### src/rtl/pbd_pkg.sv
// Shared widths, reset values and types of the pseudospin derivative block.
`default_nettype none
package pbd_pkg;

    localparam int NUM_SPINS_DEF = 64;
    localparam int SPIN_W        = 16;
    localparam int CFG_W         = 24;
    localparam int CFG_IDX_W     = 2;
    localparam int VAL_W         = 32;
    localparam int PROD_W        = VAL_W + SPIN_W;

    localparam logic [CFG_IDX_W-1:0] REG_COUPLING   = 2'd0;
    localparam logic [CFG_IDX_W-1:0] REG_HALF_WIDTH = 2'd1;
    localparam logic [CFG_IDX_W-1:0] REG_LEVEL_STEP = 2'd2;

    localparam logic [CFG_W-1:0] COUPLING_RST   = 24'd65536;
    localparam logic [CFG_W-1:0] HALF_WIDTH_RST = 24'd65536;
    localparam logic [CFG_W-1:0] LEVEL_STEP_RST = 24'd2080;

    typedef struct packed {
        logic signed [SPIN_W-1:0] x;
        logic signed [SPIN_W-1:0] y;
        logic signed [SPIN_W-1:0] z;
    } t_spin;

    typedef struct packed {
        logic                    valid;
        logic                    last;
        logic signed [VAL_W-1:0] eps;
    } t_issue;

endpackage
`default_nettype wire

### src/rtl/pbd_store.sv
// Spin store: one write port, one registered read port.
`default_nettype none
module pbd_store
    import pbd_pkg::*;
#(
    parameter int NUM_SPINS = NUM_SPINS_DEF
) (
    input  wire                          i_clk,
    input  wire                          i_we,
    input  wire [$clog2(NUM_SPINS)-1:0]  i_waddr,
    input  t_spin                        i_wdata,
    input  wire                          i_re,
    input  wire [$clog2(NUM_SPINS)-1:0]  i_raddr,
    output t_spin                        o_rdata
);

    t_spin r_mem [NUM_SPINS];
    t_spin r_rdata;

    always_ff @(posedge i_clk) begin
        if (i_we) begin
            r_mem[i_waddr] <= i_wdata;
        end
    end

    always_ff @(posedge i_clk) begin
        if (i_re) begin
            r_rdata <= r_mem[i_raddr];
        end
    end

    assign o_rdata = r_rdata;

endmodule
`default_nettype wire

### config.mk
export PLATFORM = sky130hd
export DESIGN_NAME = pbd_store
export DESIGN_NICKNAME = d
export VERILOG_FILES = /design/src/rtl/pbd_pkg.sv /design/src/rtl/pbd_store.sv
export SDC_FILE = /design/constraint.sdc
export NUM_CORES = 2
export LEC_CHECK = 0
export BUFFER_PORTS_ARGS = -buffer_cell sky130_fd_sc_hd__buf_2
export CAP_MARGIN = 10
export CORE_MARGIN = 3
export CORE_UTILIZATION = 30
export CTS_BUF_LIST = sky130_fd_sc_hd__clkbuf_16
export CTS_CLUSTER_SIZE = 40
export DETAILED_ROUTE_END_ITERATION = 16
export RECOVER_POWER = 25
export SETUP_SLACK_MARGIN = 0.4
export SLEW_MARGIN = 15
export SYNTH_ARGS = -nofsm -noshare
export SYNTH_HDL_FRONTEND = slang
export SYNTH_SLANG_ARGS = --single-unit
### constraint.sdc
create_clock -name i_clk -period 5.66 [get_ports i_clk]
set_input_delay 0.283 -clock i_clk [delete_from_list [all_inputs] [get_ports i_clk]]
set_output_delay 0.283 -clock i_clk [all_outputs]
set_load 0.03 [all_outputs]
==> out/results.tsv <==
metric	value	unit
Ports	111	
Clock Path Buffers	4	
register area share after synthesis	0.7967	
maximum VDD drop	218.6	uV
Net Sw Frac	0.2122	
Post-synth EDFFs	3120	
synthesized cell area	117600	um2
Worst Max-Slew Pin Slew	3.128	ns
layout cells sized above 1	0.2762	
asr flop ratio synth	0	
CTS Hold Bufs	1	
multi-input logic area	22950	um2
final net count	5363	
initial core utilization	0.3018	
placer congestion estimate	0.7857	
area delta synth->final	14.96	%
Skew-Pair Late Insertion Delay	0.87	ns
placed cells	10180	
Max Cap Violations	31	
Hold Crit Class	primary input to flop	
clock sinks	3120	
Clk network pwr share	0.411	
CTS tree	built	
crit-path max cell delay	0.69	ns
failing checks	capacitance limit, slew limit	
Yosys cell types	35	
Buffers & Inverters on Critical Path	3	
DRT iter0 DRCs	7955	
Req. time, crit path	6.22	ns
pin count of the biggest net entering global routing	127	
vias per cell	5.317	
H-Tree Depth	5	
CTS Buf Count	303	
final core area utilization	0.3469	
gr ovfl total	0	
IO Port Bufs	110	
Routed WL	323100	um
Period minus WS final	2.885	ns
Die W	632.1	um
CP arrival	3.44	ns
slowest CP cell	buf_4	
count of pins over their slew limit	2015	
top_reg_cell synth	edfxtp_1	
DRC viols	0	
total negative slack	0	ns
Chip Height	632.1	um
#FFs+latches synth	3120	
number of core rows	229	
status	finished with violations	
cell family with most CP delay	buffers and inverters	
Synthesis Warnings	0	
vias in the first global route	57270	
critical path startpoint category	primary input	
CP Class	primary input to flop	
Int Power	37.47	mW
CP endpoint kind	flop	
clock-pin slew on the worst setup and hold paths	0.06	ns
antenna viol nets, final	0	
WL/cell	30.15	um
f_max	346.6	MHz
Logic pwr share	0.048	
DR vias	56960	
Post-Syn Instances	4970	
post-CTS sizing	0	
total setup buffers inserted after CTS	0	
final count of negative-setup-slack endpoints	0	
HPWL Detailed	181300	um
Core Area	389700	um2
register area	93690	um2
clock skew	0.06507	ns
Lkg Pwr	41.07	nW
Overall Global Routing Usage	0.1577	
Hold Violations, Final	0	
drt first pass iters	5	
Switch Pwr	10.09	mW
sequential power share	0.541	
net count after synthesis	5033	
clk root buf	clkbuf_16	
Finished Layout Cells	10710	
WHS	0.2126	ns
first-pass GRT wire length	451000	um
initial antenna violation count	34	
PD cells	351.8	nW/um2
final worst path period share	0.5097	
critical-path cell list	buf_8, buf_4, buf_4, mux4_2, a22o_1, a221oi_1, a221oi_1	
critical-path maximum fanout	50	
max_slew headroom	-1.085	
Synth Area per Inst	23.66	um2
RSZ-0062 raised after global routing	no	
FILL cells	35750	
die area	399500	um2
## final timing paths
path / to / cells after the start / start / slack [ns]
max reg2reg: o_rdata[18]$_DFFE_PP_ / 5 / r_mem[46][18]$_DFFE_PP_ / 3.30
min reg2reg: o_rdata[24]$_DFFE_PP_ / 4 / r_mem[58][24]$_DFFE_PP_ / 0.91
min: r_mem[50][7]$_DFFE_PP_ / 3 / i_waddr[1] / 0.21
max: o_rdata[31]$_DFFE_PP_ / 7 / i_raddr[1] / 2.78
## layer usage
layer	up-vias	share of wire	wire (um)	GRT usage
met5	-	0.00018	57	0
li1	22210	-	-	-
met2	2916	0.47	151100	0.2482
met1	31270	0.41	133400	0.2235
met4	8	0.032	10380	0.04682
met3	558	0.087	28150	0.02828
## per-stage QoR
stage                     power, mW  cell area (um2)  worst slack, ns
after floorplan               27.45           117600            1.092
after global placement        28.46           125500            1.965
after detailed placement      28.51           125600            1.922
after CTS                     47.86           135000            2.837
after global routing          48.89           135200            2.533
final                         47.56           135200            2.775
## power groups by stage
stage               sequential [mW]  clock, mW  combinational [mW]
global route                   25.8       20.7                2.43
CTS                            25.7       19.8                2.29
global placement               26.2          0                2.25
finish                         25.8       19.5                2.28
floorplan                      26.2          0                1.22
detailed placement             26.2          0                2.29
## layout by cell type, fill, tap and decap left out, drive strengths merged, types with 32 or more instances in the layout
cell / n
a22o: 57
o22ai: 122
clkbuf: 345
a21oi: 74
mux4: 754
a22oi: 72
edfxtp: 3120
a211oi: 32
a221oi: 83
inv: 68
clkinv: 110
buf: 261
nor2: 132
nand2: 55
mux2i: 63
## cell usage after synthesis (2+ instances only)
library cell | n | area share
nand3b_1 | 5 | 0.00032
nor2b_1 | 24 | 0.0013
a31o_2 | 5 | 0.00037
o221ai_1 | 28 | 0.0021
a22o_1 | 57 | 0.0042
o22ai_1 | 122 | 0.0065
a311oi_1 | 11 | 0.00082
a21oi_1 | 74 | 0.0031
buf_1 | 12 | 0.00038
or2_2 | 3 | 0.00016
buf_4 | 62 | 0.0040
edfxtp_1 | 3120 | 0.80
clkbuf_1 | 98 | 0.0031
mux2i_1 | 63 | 0.0054
nand2b_1 | 10 | 0.00053
mux4_2 | 754 | 0.14
or3b_2 | 4 | 0.00030
a22oi_1 | 72 | 0.0046
nand2_1 | 55 | 0.0018
mux2_2 | 12 | 0.0011
and2_1 | 3 | 0.00016
buf_6 | 11 | 0.0011
nor3_1 | 3 | 0.00013
nand3_1 | 7 | 0.00030
buf_2 | 98 | 0.0042
nor2_1 | 132 | 0.0042
or3_1 | 3 | 0.00016
a221oi_1 | 83 | 0.0062
a211oi_1 | 32 | 0.0020
nand4_1 | 2 | 0.00011
## worst reg2reg max path, stage by stage, from the launching register on
cell and delay, ns:
edfxtp_1 0.38, mux4_2 0.50, o221ai_1 0.24, a21oi_1 0.10, a21oi_1 0.74, a221oi_1 0.14
## state kept, by name, indices dropped and copies added, names as in the netlist
signal / flops
o_rdata: 48
r_mem: 3072
## kinds of logic after synthesis
kind of cell	after synthesis	synth area share
flip-flops	3120	0.7967
multiplexers	829	0.1509
AO/OA/AOI/OAI	486	0.03012
buffers and inverters	282	0.01274
AND/OR/NAND/NOR	253	0.009533
## cell type report
cell class              instances  share of cell area
multi-input cells            1568              0.1698
diodes                          2          0.00003702
well taps                    5197             0.04810
repair buffers                307             0.01957
clock inverters               209             0.01190
clock buffers                 311             0.05757
flip-flops and latches       3120              0.6930
(Power assumes the default switching activity.)
